File: config.mk
export PLATFORM = sky130hd
export DESIGN_NAME = cdf_queue
export DESIGN_NICKNAME = d
export VERILOG_FILES = /design/src/hdl/complex_decimating_fir_unit_assert.svh /design/src/hdl/cdf_pkg.sv /design/src/hdl/cdf_queue.sv
export SDC_FILE = /design/constraint.sdc
export NUM_CORES = 1
export LEC_CHECK = 0
export ABC_AREA = 1
export BUFFER_PORTS_ARGS = -buffer_cell sky130_fd_sc_hd__buf_2
export CAP_MARGIN = 10
export CORE_ASPECT_RATIO = 1.75
export CORE_MARGIN = 1.5
export CORE_UTILIZATION = 35
export CTS_CLUSTER_DIAMETER = 40
export DETAILED_ROUTE_END_ITERATION = 7
export HOLD_SLACK_MARGIN = 0.08
export PLACE_DENSITY_LB_ADDON = 0.25
export SLEW_MARGIN = 30
export SYNTH_ARGS = -nofsm -noshare
export SYNTH_HDL_FRONTEND = slang
export SYNTH_SLANG_ARGS = --single-unit
File: constraint.sdc
create_clock -name clk -period 6 [get_ports clk]
set_clock_uncertainty 0.15 [all_clocks]
set_input_delay 0.6 -clock clk [delete_from_list [all_inputs] [get_ports clk]]
set_output_delay 0.6 -clock clk [all_outputs]
set_load 0.005 [all_outputs]
File: src/hdl/complex_decimating_fir_unit_assert.svh
// Assertion macros for the complex decimating FIR unit.
`ifndef COMPLEX_DECIMATING_FIR_UNIT_ASSERT_SVH
`define COMPLEX_DECIMATING_FIR_UNIT_ASSERT_SVH

// Same-cycle implication, checked on every rising edge outside reset.
`define CDF_ASSERT_IMP(lbl, ante, cons, msg) \
    lbl: assert property (@(posedge clk) disable iff (!rst_n) (ante) |-> (cons)) \
        else $error(msg);

// Next-cycle implication, checked on every rising edge outside reset.
`define CDF_ASSERT_NXT(lbl, ante, cons, msg) \
    lbl: assert property (@(posedge clk) disable iff (!rst_n) (ante) |=> (cons)) \
        else $error(msg);

`endif

File: src/hdl/cdf_pkg.sv
package cdf_pkg;

    // Filter dimensions and number formats
    localparam int NUM_TAPS       = 64;
    localparam int SAMPLE_BITS    = 16;
    localparam int COEF_BITS      = 18;
    localparam int MAX_DECIMATION = 64;

    // Fixed field widths of the channels and the register
    localparam int CMD_BITS       = 2;
    localparam int TAP_INDEX_BITS = 6;
    localparam int DEC_W          = 7;
    localparam logic [DEC_W-1:0] DEC_RESET = DEC_W'(1);

    // Derived widths
    localparam int TAP_W      = (NUM_TAPS > 1) ? $clog2(NUM_TAPS) : 1;
    localparam int HIST_DEPTH = 2 ** TAP_W;
    localparam int PHASE_W    = (MAX_DECIMATION > 1) ? $clog2(MAX_DECIMATION) : 1;
    localparam int CMP_W      = (DEC_W > PHASE_W + 1) ? DEC_W : PHASE_W + 2;
    localparam int PROD_W     = SAMPLE_BITS + COEF_BITS;
    localparam int ACC_W      = PROD_W + TAP_W;

    // Request queue between front and back
    localparam int QUEUE_DEPTH = 2;
    localparam int QPTR_W      = (QUEUE_DEPTH > 1) ? $clog2(QUEUE_DEPTH) : 1;

    // Command codes on the request channel
    localparam logic [CMD_BITS-1:0] CMD_PUSH  = 2'd0;
    localparam logic [CMD_BITS-1:0] CMD_LOAD  = 2'd1;
    localparam logic [CMD_BITS-1:0] CMD_CLEAR = 2'd2;

    typedef enum logic [1:0] {
        OP_PUSH,
        OP_LOAD,
        OP_CLEAR
    } op_t;

    typedef struct packed {
        op_t                           op;
        logic signed [SAMPLE_BITS-1:0] sample_re;
        logic signed [SAMPLE_BITS-1:0] sample_im;
        logic [TAP_INDEX_BITS-1:0]     tap_index;
        logic signed [COEF_BITS-1:0]   tap_value;
    } q_entry_t;

    typedef struct packed {
        logic     vld;
        q_entry_t data;
    } q_wr_t;

    typedef struct packed {
        logic full;
        logic empty;
    } q_stat_t;

    typedef struct packed {
        logic mac_busy;
        logic rounding;
    } back_stat_t;

endpackage

File: src/hdl/cdf_queue.sv
module cdf_queue (
    input  logic               clk,
    input  logic               rst_n,
    input  cdf_pkg::q_wr_t     wr,
    input  logic               pop,
    output cdf_pkg::q_entry_t  head,
    output cdf_pkg::q_stat_t   stat
);

    cdf_pkg::q_entry_t          entries [cdf_pkg::QUEUE_DEPTH];
    logic [cdf_pkg::QPTR_W:0]   wr_ptr_reg;
    logic [cdf_pkg::QPTR_W:0]   wr_ptr_next;
    logic [cdf_pkg::QPTR_W:0]   rd_ptr_reg;
    logic [cdf_pkg::QPTR_W:0]   rd_ptr_next;
    logic [cdf_pkg::QPTR_W:0]   ptr_diff;

    // Full when the pointers differ only in the wrap bit
    assign ptr_diff   = wr_ptr_reg ^ rd_ptr_reg;
    assign stat.empty = (ptr_diff == '0);
    assign stat.full  = (ptr_diff == {1'b1, {cdf_pkg::QPTR_W{1'b0}}});
    assign head       = entries[rd_ptr_reg[cdf_pkg::QPTR_W-1:0]];

    assign wr_ptr_next = wr.vld ? wr_ptr_reg + 1'b1 : wr_ptr_reg;
    assign rd_ptr_next = pop    ? rd_ptr_reg + 1'b1 : rd_ptr_reg;

    always_ff @(posedge clk or negedge rst_n)
    begin
        if (!rst_n)
        begin
            wr_ptr_reg <= '0;
            rd_ptr_reg <= '0;
        end
        else
        begin
            wr_ptr_reg <= wr_ptr_next;
            rd_ptr_reg <= rd_ptr_next;
        end
    end

    // Store the incoming request
    always_ff @(posedge clk)
    begin
        if (wr.vld)
        begin
            entries[wr_ptr_reg[cdf_pkg::QPTR_W-1:0]] <= wr.data;
        end
    end

endmodule

==> summary.txt, run 1 <==
Core Area: 0.0124 mm^2
hold depth: 2
Comb pwr share: 0.261
remaining antenna violation count: 0
#FFs+latches synth: 120
Mapped Area: 0.00443 mm^2
Final Hold Viols: 0
CTS tree: yes
Leak: 2.49 nW
design area: 0.00576 mm^2
Fmax: 402 MHz
post-route insts no fill: 644
worst-margin pin slew: 823 ps
Clock Path Buffers: 2
share of post-route cells with drive strength above 1: 0.335
drt total wl: 8500 um
unique cell type count in the Yosys netlist: 10
Mapped Cells: 331
period utilization: 0.415
Syn Nets: 393
final layout net count: 524
htree depth: 4
crit path launch type: register
Max Cap Viol: 0
vias per inst: 4.27
Ys Warns: 0
Synth area leaders: edfxtp_1, nand2_1, dfrtp_1
PortBufs: 121
maximum VDD drop: 0.000214 V
Starting Density: 0.356
Layout area overhead: 30.2%
first-pass GRT wire length: 12700 um
CTS Sinks: 120
P_int: 1.95 mW
DP Area: 0.00520 mm^2
CTS resizes: 0
# fillers: 1178
PD cells: 489 mW/mm^2
max FFs per register: 116
Sum Neg Setup Slack: 0 ps
Chip Width: 88.0 um
Largest stage delay, worst path: 520 ps
Final setup viols: 0
unrepaired setup endpoints after global routing: no
clock network power share: 0.327
critical path's most frequent cell: nand2_1
Iter 0 DRT Violations: 155
required time worst endpoint: 5250 ps
antenna violations before repair: 3
Avg Cell Area, Syn: 13.4 um^2
die area: 0.0134 mm^2
Row Count: 54
Inst Count DP: 610
Worst setup EP type: primary output
root buf cell: clkbuf_16
DIE HEIGHT: 152 um
grt total ovfl: 0
largest net degree at the start of global routing: 62
Synth top area share: 0.787
CP max FO: 61
status: finished, final reports clean
Detail Placement HPWL: 5460 um
via count: 2748
Total GRT Usage: 0.133
register area share after synthesis: 0.809
Inserted Clock Buffers: 17
Period minus WS final: 2490 ps
final-report max-slew violation count: 0
I/O pins: 122
final hold slack: 232 ps
DR pass1 iterations: 4
CP Class: reg -> out
sequential power share: 0.411
per-cell routed wire length: 13.2 um
Critical Path Slowest Stage Cell: buf_4
slew margin rel.: 0.450
Switching Share: 0.309
vias in the first global route: 2614
worst hold path class: in -> reg
DRC Markers: 0
crit path cell chain: buf_4 > nand2_1 > nand2_1 > buf_2
FF-to-FF path depth: 2
Switching Power: 871 uW
CTS clock-pin slew for the worst setup and hold paths: 50 ps
Pwr Total: 2.82 mW
cell taking the most area after synthesis: edfxtp_1
Worst-Skew Late Latency: 400 ps
gpl congestion: 0.705
critical path arrival: 1740 ps
-- critical path: cells and delay by family, from the launching register on --
kind                   cells  cell delay [ps]
AND/OR/NAND/NOR            2              240
buffers and inverters      2              650
flip-flops                 1              380
-- path summary, 6_finish.rpt --
| kind | start | endpoint | slack (ps) |
|---|---|---|---|
| setup / recovery | rd_ptr_reg[0] | head[21] | 3510 |
| min in group asynchronous | rst_n | wr_ptr_reg[0] | 380 |
| hold / removal | pop | rd_ptr_reg[0] | 230 |
| max in group asynchronous | rst_n | rd_ptr_reg[0] | 5180 |
| hold reg to reg | wr_ptr_reg[0] | wr_ptr_reg[0] | 450 |
| setup reg to reg | wr_ptr_reg[0] | entries[0][29] | 3820 |
-- logic make-up (layout without fill, tap and decap cells) --
group | count (synthesis) | in the layout | synth area share
flops | 120 | 120 | 0.809
simple gates | 188 | 188 | 0.159
other cells | 0 | 1 | 0
buf+inv | 19 | 163 | 0.0232
xor+xnor | 4 | 4 | 0.00791
-- synthesized netlist by cell type --
| master | number |
|---|---|
| dfrtp_1 | 4 |
| edfxtp_1 | 116 |
| inv_1 | 5 |
| inv_2 | 1 |
| buf_4 | 1 |
| buf_2 | 10 |
| xor2_1 | 4 |
| nand2_1 | 185 |
| buf_6 | 2 |
| nor2_1 | 3 |
-- per-stage QoR --
stage	utilization	worst slack, ps
after floorplan	-	2300
after global placement	0.418	3530
after detailed placement	0.418	3470
after CTS	0.463	3480
after global routing	0.463	3350
final	0.464	3510
-- power by group through the flow --
stage	Clock, mW	Sequential, mW	Combinational (mW)
floorplan	0	1.17	0.439
global placement	0	1.17	0.755
detailed placement	0	1.18	0.765
CTS	0.949	1.16	0.769
global route	0.988	1.17	0.845
finish	0.923	1.16	0.737
-- repair_timing --
item,CTS,global route
hold buffers,1,0
endpoints found under the setup margin,0,0
endpoints found under the hold margin,4,0
setup buffers,0,0
-- final cells by class --
cell class / instances / area [um^2] / share of cell area
sequential: 120 / 3580 / 0.622
multi-input combinational: 192 / 748 / 0.130
timing repair buffer: 125 / 638 / 0.111
clock buffer: 17 / 425 / 0.0738
tap: 168 / 210 / 0.0365
clock inverter: 15 / 129 / 0.0224
inverter: 6 / 25.0 / 0.00434
antenna: 1 / 2.50 / 0.000434
-- layout by cell type, fill, tap and decap left out, drive strengths merged, types with 3 or more instances in the layout --
master      n
clkinv      6
nand2     185
edfxtp    116
xor2        4
clkinvlp    6
clkbuf     17
buf       124
inv         8
nor2        3
dfrtp       4
-- per-layer routing --
metal | share of wire | global-route usage
met1 | 0.35 | 0.129
met2 | 0.56 | 0.237
met3 | 0.062 | 0.0531
met4 | 0.018 | 0.0703
met5 | 0.0012 | 0
Power figures use the tool's default switching activity.
==> run 2: changes to the inputs <==
==> constraint.sdc (replaced) <==
create_clock -name clk -period 2.5 [get_ports clk]
set_clock_uncertainty 0.15 [all_clocks]
set_input_delay 0.25 -clock clk [delete_from_list [all_inputs] [get_ports clk]]
set_output_delay 0.25 -clock clk [all_outputs]
set_load 0.005 [all_outputs]
==> run 2 against run 1 <==
Global-route usage grew 1.1 points. Combinational power increased to 2.6 times the previous value. First-iteration DRC count shrank 38%. Highest routed layer is now met4. Critical path type unchanged. Routed wire length grew 8.6%. Sequential share of layout area shrank 6.2 points. Via count is 9.8% higher. Sequential cell count did not move. Final cell count increased by 9.5%. Largest cell class unchanged.
==> summary.txt, run 2 (same netlist as run 1, synthesis figures left out) <==
Total GRT Usage: 0.144
I/O pins: 122
Worst setup EP type: primary output
via count: 3016
CTS clock-pin slew for the worst setup and hold paths: 50 ps
required time worst endpoint: 2100 ps
Fmax: 463 MHz
final layout net count: 587
vias per inst: 4.28
crit path cell chain: inv_2 > buf_12 > nand2_1 > nand2_1 > buf_2
Ant. Diodes: 0
DRC Markers: 0
Final WS setup: 340 ps
number of cells on the critical path: 5
Max Cap Viol: 0
Post-Place Setup Slack: 701 ps
Row Count: 54
CP max FO: 32
sequential power share: 0.403
vias in the first global route: 2967
first-pass GRT wire length: 14100 um
root buf cell: clkbuf_16
clock network power share: 0.320
drt total wl: 9230 um
kind of cell adding the most delay to the critical path: buffers and inverters
period utilization: 0.864
CTS resizes: 0
worst-margin pin slew: 650 ps
Sum Neg Setup Slack: 0 ps
final-report max-slew violation count: 0
Inserted Clock Buffers: 17
Post-CTS Hold Fix Bufs: 62
Chip Width: 88.0 um
FF-to-FF path depth: 3
Clock Path Buffers: 2
critical path arrival: 1760 ps
Met2 Wirelength: 5150 um
Period minus WS final: 2160 ps
Inst Count DP: 612
Switching Power: 2.06 mW
antenna violations before repair: 0
P_int: 4.86 mW
htree depth: 4
Layout area overhead: 44.5%
DR pass1 iterations: 4
Leak: 2.78 nW
per-cell routed wire length: 13.1 um
maximum VDD drop: 0.000546 V
PortBufs: 121
CP bufs+invs: 3
Critical Path Slowest Stage Cell: inv_2
post-route insts no fill: 705
CP Class: reg -> out
remaining antenna violation count: 0
PD cells: 1080 mW/mm^2
routed wl met3: 377 um
Detail Placement HPWL: 5850 um
gpl congestion: 0.752
status: finished, final reports clean
Worst-Skew Late Latency: 400 ps
unrepaired setup endpoints after global routing: no
slew margin rel.: 0.567
Final setup viols: 0
DIE HEIGHT: 152 um
Iter 0 DRT Violations: 96
Starting Density: 0.356
die area: 0.0134 mm^2
max FFs per register: 116
grt total ovfl: 0
worst hold path class: in -> reg
Max Used Layer: met4
commonest non-fill, non-tap cells in the layout: nand2_1, buf_2, edfxtp_1
share of post-route cells with drive strength above 1: 0.287
Core Area: 0.0124 mm^2
post-CTS setup buffer count: 0
largest net degree at the start of global routing: 62
CTS tree: yes
met1 wire length: 3510 um
CTS Sinks: 120
Comb pwr share: 0.277
crit path launch type: register
critical path's most frequent cell: nand2_1
Final Hold Viols: 0
hold depth: 2
Switching Share: 0.298
Largest stage delay, worst path: 410 ps
commonest non-fill, non-tap cell in the layout: nand2_1
## run 2: changes by cell type in the layout (fill, tap and decap cells not counted), sizes merged, moves of 2 or more
| cell | previous run | this run |
|---|---|---|
| buf | 124 | 126 |
| clkbuf | 17 | 19 |
| clkinv | 6 | 9 |
| clkinvlp | 6 | 1 |
| dlygate4sd3 | 1 | 62 |
| inv | 8 | 6 |
## run 2: final cells by class
cell class | count | area, um^2
multi-input cells | 192 | 748
well taps | 168 | 210
repair buffers | 188 | 1290
fillers | 1132 | 6030
clock inverters | 12 | 110
inverters | 6 | 22.5
clock buffers | 19 | 433
flip-flops and latches | 120 | 3580
## run 2: per-layer routing
layer | vias to the layer above | track usage
met5 | - | 0
met4 | 0 | 0.0789
met3 | 11 | 0.0379
met2 | 82 | 0.256
met1 | 1425 | 0.150
li1 | 1498 | -
## run 2: stage by stage
step                      total power [mW]   util  hold slack (ps)  cell area, um^2
after detailed placement              4.71  0.421            -89.0             5230
after floorplan                       3.86      -             -196             4430
after global routing                  7.36  0.515              409             6400
final                                 6.92  0.515              416             6400
after global placement                4.68  0.421            -88.1             5230
after CTS                             7.01  0.515              401             6400
## run 2: worst reg2reg max path, stage by stage, from the launching register on
cell	delay [ps]
dfrtp_1	460
nand2_1	130
inv_2	390
buf_12	320
## run 2: worst paths after layout
path	start	endpoint	slack, ps
min reg2reg	wr_ptr_reg[0]	wr_ptr_reg[0]	450
min	wr[10]	entries[0][10]	420
max reg2reg	wr_ptr_reg[0]	entries[1][50]	710
min in group asynchronous	rst_n	wr_ptr_reg[0]	590
max in group asynchronous	rst_n	rd_ptr_reg[0]	1420
max	rd_ptr_reg[0]	head[18]	340
## run 2: power by group through the flow
stage | clock network [mW] | logic (mW) | registers, mW
after floorplan | 0 | 1.06 | 2.81
after detailed placement | 0 | 1.88 | 2.83
after global placement | 0 | 1.86 | 2.82
after CTS | 2.26 | 1.97 | 2.79
after global routing | 2.35 | 2.19 | 2.82
final | 2.21 | 1.92 | 2.79
