File: config.mk
export PLATFORM = sky130hd
export DESIGN_NAME = cdf_front_flat
export DESIGN_NICKNAME = d
export VERILOG_FILES = /design/src/hdl/complex_decimating_fir_unit_assert.svh /design/src/hdl/cdf_pkg.sv /design/src/hdl/cdf_item_if.sv /design/src/hdl/cdf_front.sv /design/src/flat_wrapper.sv
export SDC_FILE = /design/constraint.sdc
export NUM_CORES = 1
export LEC_CHECK = 0
export BUFFER_PORTS_ARGS = -buffer_cell sky130_fd_sc_hd__buf_2
export CORE_MARGIN = 10
export CORE_UTILIZATION = 43
export DETAILED_ROUTE_END_ITERATION = 12
export PLACE_DENSITY = 0.82
export SYNTH_ARGS = -nofsm -noshare
export SYNTH_HDL_FRONTEND = slang
export SYNTH_SLANG_ARGS = --single-unit
File: constraint.sdc
create_clock -name clk -period 3.8 [get_ports clk]
set_input_delay 1.14 -clock clk [delete_from_list [all_inputs] [get_ports clk]]
set_output_delay 1.14 -clock clk [all_outputs]
set_load 0.005 [all_outputs]
File: src/hdl/complex_decimating_fir_unit_assert.svh
// Assertion macros for the complex decimating FIR unit.
`ifndef COMPLEX_DECIMATING_FIR_UNIT_ASSERT_SVH
`define COMPLEX_DECIMATING_FIR_UNIT_ASSERT_SVH

// Same-cycle implication, checked on every rising edge outside reset.
`define CDF_ASSERT_IMP(lbl, ante, cons, msg) \
    lbl: assert property (@(posedge clk) disable iff (!rst_n) (ante) |-> (cons)) \
        else $error(msg);

// Next-cycle implication, checked on every rising edge outside reset.
`define CDF_ASSERT_NXT(lbl, ante, cons, msg) \
    lbl: assert property (@(posedge clk) disable iff (!rst_n) (ante) |=> (cons)) \
        else $error(msg);

`endif

File: src/hdl/cdf_pkg.sv
package cdf_pkg;

    // Filter dimensions and number formats
    localparam int NUM_TAPS       = 64;
    localparam int SAMPLE_BITS    = 16;
    localparam int COEF_BITS      = 18;
    localparam int MAX_DECIMATION = 64;

    // Fixed field widths of the channels and the register
    localparam int CMD_BITS       = 2;
    localparam int TAP_INDEX_BITS = 6;
    localparam int DEC_W          = 7;
    localparam logic [DEC_W-1:0] DEC_RESET = DEC_W'(1);

    // Derived widths
    localparam int TAP_W      = (NUM_TAPS > 1) ? $clog2(NUM_TAPS) : 1;
    localparam int HIST_DEPTH = 2 ** TAP_W;
    localparam int PHASE_W    = (MAX_DECIMATION > 1) ? $clog2(MAX_DECIMATION) : 1;
    localparam int CMP_W      = (DEC_W > PHASE_W + 1) ? DEC_W : PHASE_W + 2;
    localparam int PROD_W     = SAMPLE_BITS + COEF_BITS;
    localparam int ACC_W      = PROD_W + TAP_W;

    // Request queue between front and back
    localparam int QUEUE_DEPTH = 2;
    localparam int QPTR_W      = (QUEUE_DEPTH > 1) ? $clog2(QUEUE_DEPTH) : 1;

    // Command codes on the request channel
    localparam logic [CMD_BITS-1:0] CMD_PUSH  = 2'd0;
    localparam logic [CMD_BITS-1:0] CMD_LOAD  = 2'd1;
    localparam logic [CMD_BITS-1:0] CMD_CLEAR = 2'd2;

    typedef enum logic [1:0] {
        OP_PUSH,
        OP_LOAD,
        OP_CLEAR
    } op_t;

    typedef struct packed {
        op_t                           op;
        logic signed [SAMPLE_BITS-1:0] sample_re;
        logic signed [SAMPLE_BITS-1:0] sample_im;
        logic [TAP_INDEX_BITS-1:0]     tap_index;
        logic signed [COEF_BITS-1:0]   tap_value;
    } q_entry_t;

    typedef struct packed {
        logic     vld;
        q_entry_t data;
    } q_wr_t;

    typedef struct packed {
        logic full;
        logic empty;
    } q_stat_t;

    typedef struct packed {
        logic mac_busy;
        logic rounding;
    } back_stat_t;

endpackage

File: src/hdl/cdf_item_if.sv
interface cdf_item_if;
    logic                                   valid;
    logic                                   ready;
    logic [cdf_pkg::CMD_BITS-1:0]           command;
    logic signed [cdf_pkg::SAMPLE_BITS-1:0] sample_re;
    logic signed [cdf_pkg::SAMPLE_BITS-1:0] sample_im;
    logic [cdf_pkg::TAP_INDEX_BITS-1:0]     tap_index;
    logic signed [cdf_pkg::COEF_BITS-1:0]   tap_value;

    modport source (
        output valid, command, sample_re, sample_im, tap_index, tap_value,
        input  ready
    );
    modport sink (
        input  valid, command, sample_re, sample_im, tap_index, tap_value,
        output ready
    );
endinterface

File: src/hdl/cdf_front.sv
module cdf_front (
    input  logic              clk,
    input  logic              rst_n,
    cdf_item_if.sink          items,
    input  cdf_pkg::q_stat_t  q_stat,
    output cdf_pkg::q_wr_t    q_wr
);

    logic              stg_vld_reg;
    logic              stg_vld_next;
    cdf_pkg::q_entry_t stg_reg;
    cdf_pkg::q_entry_t stg_next;
    logic              accept;
    logic              keep;
    cdf_pkg::op_t      op;

    // Take a new request whenever the stage is empty or drains this cycle
    assign items.ready = !stg_vld_reg || !q_stat.full;
    assign accept      = items.valid && items.ready;

    assign q_wr.vld  = stg_vld_reg && !q_stat.full;
    assign q_wr.data = stg_reg;

    // Classify the command; drop the unused code
    always_comb
    begin
        op   = cdf_pkg::OP_PUSH;
        keep = 1'b1;
        case (items.command)
            cdf_pkg::CMD_PUSH:  op = cdf_pkg::OP_PUSH;
            cdf_pkg::CMD_LOAD:  op = cdf_pkg::OP_LOAD;
            cdf_pkg::CMD_CLEAR: op = cdf_pkg::OP_CLEAR;
            default:            keep = 1'b0;
        endcase
    end

    // Advance the holding stage
    always_comb
    begin
        stg_vld_next = stg_vld_reg;
        stg_next     = stg_reg;
        if (accept)
        begin
            stg_vld_next       = keep;
            stg_next.op        = op;
            stg_next.sample_re = items.sample_re;
            stg_next.sample_im = items.sample_im;
            stg_next.tap_index = items.tap_index;
            stg_next.tap_value = items.tap_value;
        end
        else if (q_wr.vld)
        begin
            stg_vld_next = 1'b0;
        end
    end

    always_ff @(posedge clk or negedge rst_n)
    begin
        if (!rst_n)
        begin
            stg_vld_reg <= 1'b0;
        end
        else
        begin
            stg_vld_reg <= stg_vld_next;
        end
    end

    always_ff @(posedge clk)
    begin
        stg_reg <= stg_next;
    end

endmodule

File: src/flat_wrapper.sv
// flat-port wrapper written by rule: the top's interface ports become plain ports
module cdf_front_flat 
  (clk, rst_n, q_stat, q_wr, items_valid, items_command, items_sample_re, items_sample_im, items_tap_index, items_tap_value, items_ready);
  cdf_item_if items_i ();
  input  logic clk;
  input  logic rst_n;
  input  cdf_pkg::q_stat_t q_stat;
  output cdf_pkg::q_wr_t q_wr;
  input wire logic [$bits(items_i.valid)-1:0] items_valid;
  input wire logic [$bits(items_i.command)-1:0] items_command;
  input wire logic [$bits(items_i.sample_re)-1:0] items_sample_re;
  input wire logic [$bits(items_i.sample_im)-1:0] items_sample_im;
  input wire logic [$bits(items_i.tap_index)-1:0] items_tap_index;
  input wire logic [$bits(items_i.tap_value)-1:0] items_tap_value;
  output wire logic [$bits(items_i.ready)-1:0] items_ready;
  assign items_i.valid = items_valid;
  assign items_i.command = items_command;
  assign items_i.sample_re = items_sample_re;
  assign items_i.sample_im = items_sample_im;
  assign items_i.tap_index = items_tap_index;
  assign items_i.tap_value = items_tap_value;
  assign items_ready = items_i.ready;
  cdf_front u_core (.clk(clk), .rst_n(rst_n), .items(items_i), .q_stat(q_stat), .q_wr(q_wr));
endmodule
==> results.md, run 1 <==
* Status: complete, no violations
* Routed vias at roughly 1,100
* Share of cells above drive strength 1 at 66.5%
* Wire length per cell at 18.0 microns
* Root buf cell: clkbuf_8
* Pre-Repair DR Iteration Count at 4
* Pwr dens at between 500 and 600 nW/um^2
* Htree depth at 3
* Core Region at about 4000 sq um
* Setup repair bufs after CTS at 0
* Initial antenna violation count at 0
* Area occupied by multi-input gates at 47.5 sq um
* Worst-Skew Late Latency at a little over 0.3 ns
* Crit path cell chain: buf_2, and2b_2, buf_2
* CP max stage cell: and2b_2
* # DRC at 0
* Die span in x at 84.9 microns
* IR drop worst, VDD at 0.299 mV
* CTS tree: yes
* Resized cells post-CTS at 0
* # IOs at between 100 and 150
* Slew headroom at between 50 and 60%
* Netlist cell types at 7
* CTS sink cnt at 59
* Worst Path Required at roughly 2.7 ns
* WL final at roughly 4600 microns
* Worst-path fanout max at 3
* First-pass GRT wire length at roughly 6900 microns
* Die height at between 80 and 90 microns
* Iteration-0 DRC Markers at 50
* Worst path most repeated cell: buf_2
* Worst setup EP type: output pin
* WS Path Type: input pin to output pin
* Max-Cap Viols at 0
* Max reg flops at 58
* Clock Path Buffers at 2
* Cells after synthesis at 66
* Synthesized net count at approximately 130
* Yosys warns at 0
* Period utilisation layout at between 70% and 80%
* I/O Buffers at around 120
* # fillers at just under 300
* Largest net degree at the start of global routing at 32
* Clock transition at the registers of the reported paths at around 0.06 ns
* Gr usage total at between 10% and 20%
* Tmin final at ~2.7 ns
* Final Wtd Congestion at between 0.6 and 0.7
* Hold Path Origin: u_core.stg_vld_reg
* FP Rows at 23
* Post-layout nets at approximately 260
* Unrepaired setup endpoints after global routing: false
* Vias in the first global route at 1,305
* Antenna cell count at 0
* Flops & latches, synth at 59
* Tightest Hold Check Type: flop to flop
* Vias per cell at 4.43
* Leakage at between 1 and 1.5 nW
* Critical Path AT at around 1.6 ns
* R2R Path Start: u_core.stg_vld_reg
* Final Hold Slack at roughly 0.53 ns
* Sequential standard cell area at around 1800 sq um
* Area Growth Syn to Fin at 47.6%
* CP startpoint: q_stat[1]
* Clock Skew at approximately 0.0064 ns
* Grt total ovfl at 0
* Fin cells at between 200 and 300
* Least-Margin Pin Slew at 0.733 ns
* CTS Buf Count at 9
* CP Launch Type: input pin
* Slowest stage delay, CP at 0.20 ns
* Number of hold violations in the final report at 0
* DRT antenna net count at 0
* Mapped Avg Cell Area at between 20 and 30 sq um
* Die area at 7210 sq um
* Final Setup Violations at 0
* Placed cell count at ~240
* F_max at roughly 370 MHz
* Hold buffers post-CTS at 0
* Register area share after synthesis at just under 100%
* Fin Setup TNS at 0 ns
* Post-Syn Area at approximately 1800 sq um
* Max Slew Vio Count at 0
* Initial Utilization at 45.0%
## synth_stat cells (all sizes together)
cell type	n	area share [%]
a22o	1	0.48
and2	1	0.35
and2b	3	1.3
dfrtp	1	1.4
edfxtp	58	96
nand2	2	0.41
## final cells by class
cell class	count	share of cell area [%]
timing repair buffer	122	23.4
multi-input combinational	7	1.78
clock inverter	4	1.59
tap	50	2.34
clock buffer	11	4.91
sequential	59	66.0
## kinds of logic (layout without fill, tap and decap cells)
family / after synthesis / after routing / synth area share (%)
buffers and inverters: 0 / 137 / 0
and+or+nand+nor: 6 / 6 / 2.07
DFF: 59 / 59 / 97.4
AOI/OAI and AO/OA: 1 / 1 / 0.483
## power breakdown
part / internal [mW] / switching (mW)
Sequential: 0.763 / 0.00864
Clock: 0.294 / 0.211
Combinational: 0.0507 / 0.0486
Total: 1.11 / 0.268
## per-layer routing
| layer | global-route usage [%] | vias up | share of wire, % | wire length (microns) |
|---|---|---|---|---|
| li1 | - | 529 | - | - |
| met1 | 10.6 | 516 | 31 | 1420 |
| met2 | 21.1 | 72 | 51 | 2320 |
| met3 | 10.5 | 4 | 17 | 760 |
| met4 | 5.39 | 0 | 1.1 | 48 |
| met5 | 0 | - | 0 | 0 |
## path summary, 6_finish.rpt
check / slack, ns / depth (start not counted) / endpoint
max: 1.09 / 3 / q_wr[58]
min: 0.53 / 1 / u_core.stg_vld_reg
max reg2reg: 2.12 / 3 / u_core.q_wr[46]
min reg2reg: 0.53 / 1 / u_core.stg_vld_reg
max in group asynchronous: 3.12 / 1 / u_core.stg_vld_reg
min in group asynchronous: 0.60 / 1 / u_core.stg_vld_reg
## cell usage in the layout, fill, tap and decap left out
cell type and instances:
clkinv_2 1, a22o_1 1, clkbuf_1 2, clkbuf_8 9
and2b_1 2, and2_2 1, nand2_1 2, buf_2 121
buf_12 1, clkinv_1 2, dfrtp_1 1, and2b_2 1
bufinv_16 1, edfxtp_1 58
## per-stage QoR
stage | utilization, % | cell area (sq um) | setup WS (ns) | total power, mW
5_1_grt | 66.4 | 2680 | 1.07 | 1.43
2_1_floorplan | - | 1810 | 0.767 | 0.809
3_5_place_dp | 62.1 | 2500 | 1.10 | 0.888
4_1_cts | 66.4 | 2680 | 1.10 | 1.40
3_3_place_gp | 62.1 | 2500 | 1.10 | 0.882
6_report | 66.4 | 2680 | 1.09 | 1.38
## critical path, delay by kind of cell
family / cells / cell delay [ns]
AND/OR/NAND/NOR: 1 / 0.20
buffers and inverters: 2 / 0.22
Note: power is estimated with default switching activity, not from simulation.
==> run 2: changes to the inputs <==
Settings changed: CORE_UTILIZATION 43 to 40, PLACE_DENSITY 0.82 to 0.78.
Clock period 3.8 ns to 2.6 ns, I/O delays scaled along.
==> run 2 against run 1 <==
Die area increased by 5.7%. Worst hold slack got worse by 0.31 ns. Power increased by 39%. Critical path depth unchanged. Non-clock buffer count stayed put. Clock power grew 28%. Flip-flop and latch count is the same. Setup slack got worse by 0.48 ns. Cell area decreased by 0.79%. Combinational power up 46%. Sequential power rose by 47%. Critical path type unchanged. Largest power group unchanged.
==> results.md, run 2 (synthesized netlist as in run 1, its figures left out) <==
* Status: complete, no violations
* Vias in the first global route at 1,260 (-3.4%)
* Htree depth at 3 (unchanged)
* Grt total ovfl at 0 (unchanged)
* Fin Setup TNS at 0 ns (unchanged)
* Least-Margin Pin Slew at 0.379 ns (-0.354 ns)
* Clock Path Buffers at 2 (unchanged)
* Hold buffers post-CTS at 0 (unchanged)
* CP startpoint: q_stat[1]
* Worst-path fanout max at 3 (unchanged)
* Die area at 7630 sq um (+5.7%)
* Resized cells post-CTS at 0 (unchanged)
* Final Setup Violations at 0 (unchanged)
* Antenna cell count at 0 (unchanged)
* Most frequent cells in the layout: buf_2 (121), edfxtp_1 (58), clkbuf_8 (9)
* Worst Path Required at 1.82 ns (-0.84 ns)
* Leakage at 1.16 nW (-0.67%)
* Max-Cap Viols at 0 (unchanged)
* Final Hold Slack at 0.226 ns (-0.305 ns)
* Commonest non-fill, non-tap cell in the layout: buf_2
* Die height at 87.3 microns (+2.8%)
* Post-layout nets at 262 (unchanged)
* Clock Skew at 0.00398 ns (-0.00245 ns)
* Wire length per cell at 17.8 microns (-1.1%)
* DRT antenna net count at 0 (unchanged)
* Initial Utilization at 41.4% (-3.6 points)
* WS Path Type: input pin to output pin
* Pwr dens at 722 nW/um^2 (+41%)
* Final Wtd Congestion at 0.686 (+1.1%)
* Final HPWL from detailed placement at 3600 microns
* Max reg flops at 58 (unchanged)
* CTS tree: yes
* Tightest Hold Check Type: input pin to asynchronous set/reset pin
* Worst setup EP type: output pin
* Clock transition at the registers of the reported paths at 0.06 ns (about the same)
* Pre-Repair DR Iteration Count at 4 (unchanged)
* Initial antenna violation count at 0 (unchanged)
* Iteration-0 DRC Markers at 56 (+12%)
* I/O Buffers at 121 (unchanged)
* Die span in x at 87.3 microns (+2.8%)
* Worst-Skew Late Latency at 0.32 ns (about the same)
* Core Region at 4380 sq um (+8.8%)
* Unrepaired setup endpoints after global routing: false
* R2R Path Start: u_core.stg_vld_reg
* Tmin final at around 2.0 ns
* IR drop worst, VDD at 0.454 mV (+52%)
* Root buf cell: clkbuf_8
* Area Growth Syn to Fin at 46.4%
* First-pass GRT wire length at 6730 microns (-1.8%)
* Setup repair bufs after CTS at 0 (unchanged)
* CP Launch Type: input pin
* WL final at 4550 microns (-0.31%)
* Critical Path AT at 1.21 ns (-0.36 ns)
* Gr usage total at 11.9% (-0.71 points)
* Largest net degree at the start of global routing at 44 (+38%)
* Share of cells above drive strength 1 at 67.0% (+0.49 points)
* Number of hold violations in the final report at 0 (unchanged)
* DP Worst Slack at 0.610 ns (-0.488 ns)
* Vias per cell at 4.37 (-1.3%)
* Period utilisation layout at approximately three quarters
* Worst Slack Setup Final at 0.614 ns (-0.480 ns)
* CTS sink cnt at 59 (unchanged)
* F_max at slightly above 500 MHz
* # DRC at 0 (unchanged)
* FP Rows at 24 (+4.3%)
* CTS Buf Count at 9 (unchanged)
* Max Slew Vio Count at 0 (unchanged)
* Routed vias at 1,115 (-0.54%)
* # fillers at 343 (+18%)
* Slew headroom at 74.7% (+24 points)
* # IOs at 123 (unchanged)
## run 2: changes by cell type in the layout (fill, tap and decap cells not counted), sizes merged
cell	before	now
bufinv	1	0
clkinv	3	4
## run 2: worst max-delay path, stage by stage
cell and delay [ns]:
buf_2 0.10, and2b_2 0.21, buf_2 0.12
## run 2: area by class of cell
type                       instances  area, sq um  share of cell area (%)
multi-input combinational          7         47.5                    1.79
timing repair buffer             122          626                    23.6
clock buffer                      11          131                    4.95
tap                               52         65.1                    2.45
sequential                        59         1770                    66.5
clock inverter                     4         18.8                   0.707
## run 2: where the power goes
part           switching, mW  internal (mW)
Sequential            0.0124           1.11
Clock                  0.314          0.332
Combinational         0.0706         0.0741
Total                  0.397           1.52
## run 2: routing by layer
| metal | global-route usage [%] | up-vias | wire length (microns) |
|---|---|---|---|
| met5 | 0 | - | 0 |
| met4 | 7.39 | 0 | 34 |
| met3 | 8.99 | 3 | 762 |
| met2 | 18.1 | 78 | 2250 |
| met1 | 11.2 | 506 | 1500 |
| li1 | - | 528 | - |
## run 2: path summary, 6_finish.rpt
path,to,slack (ns),cells after the start
setup / recovery,q_wr[58],0.61,3
hold / removal,u_core.stg_vld_reg,0.23,1
setup reg to reg,u_core.q_wr[21],1.12,3
hold reg to reg,u_core.stg_vld_reg,0.54,1
max in group asynchronous,u_core.stg_vld_reg,2.29,1
min in group clk,u_core.stg_vld_reg,0.54,1
## run 2: per-stage QoR
stage	instance area (sq um)	power [mW]	utilization, %	cells
after floorplan	1810	1.18	-	66
after global placement	2500	1.29	57.1	240
after detailed placement	2500	1.30	57.1	240
after CTS	2660	1.95	60.6	255
after global routing	2660	2.01	60.6	255
final	2660	1.92	60.6	255
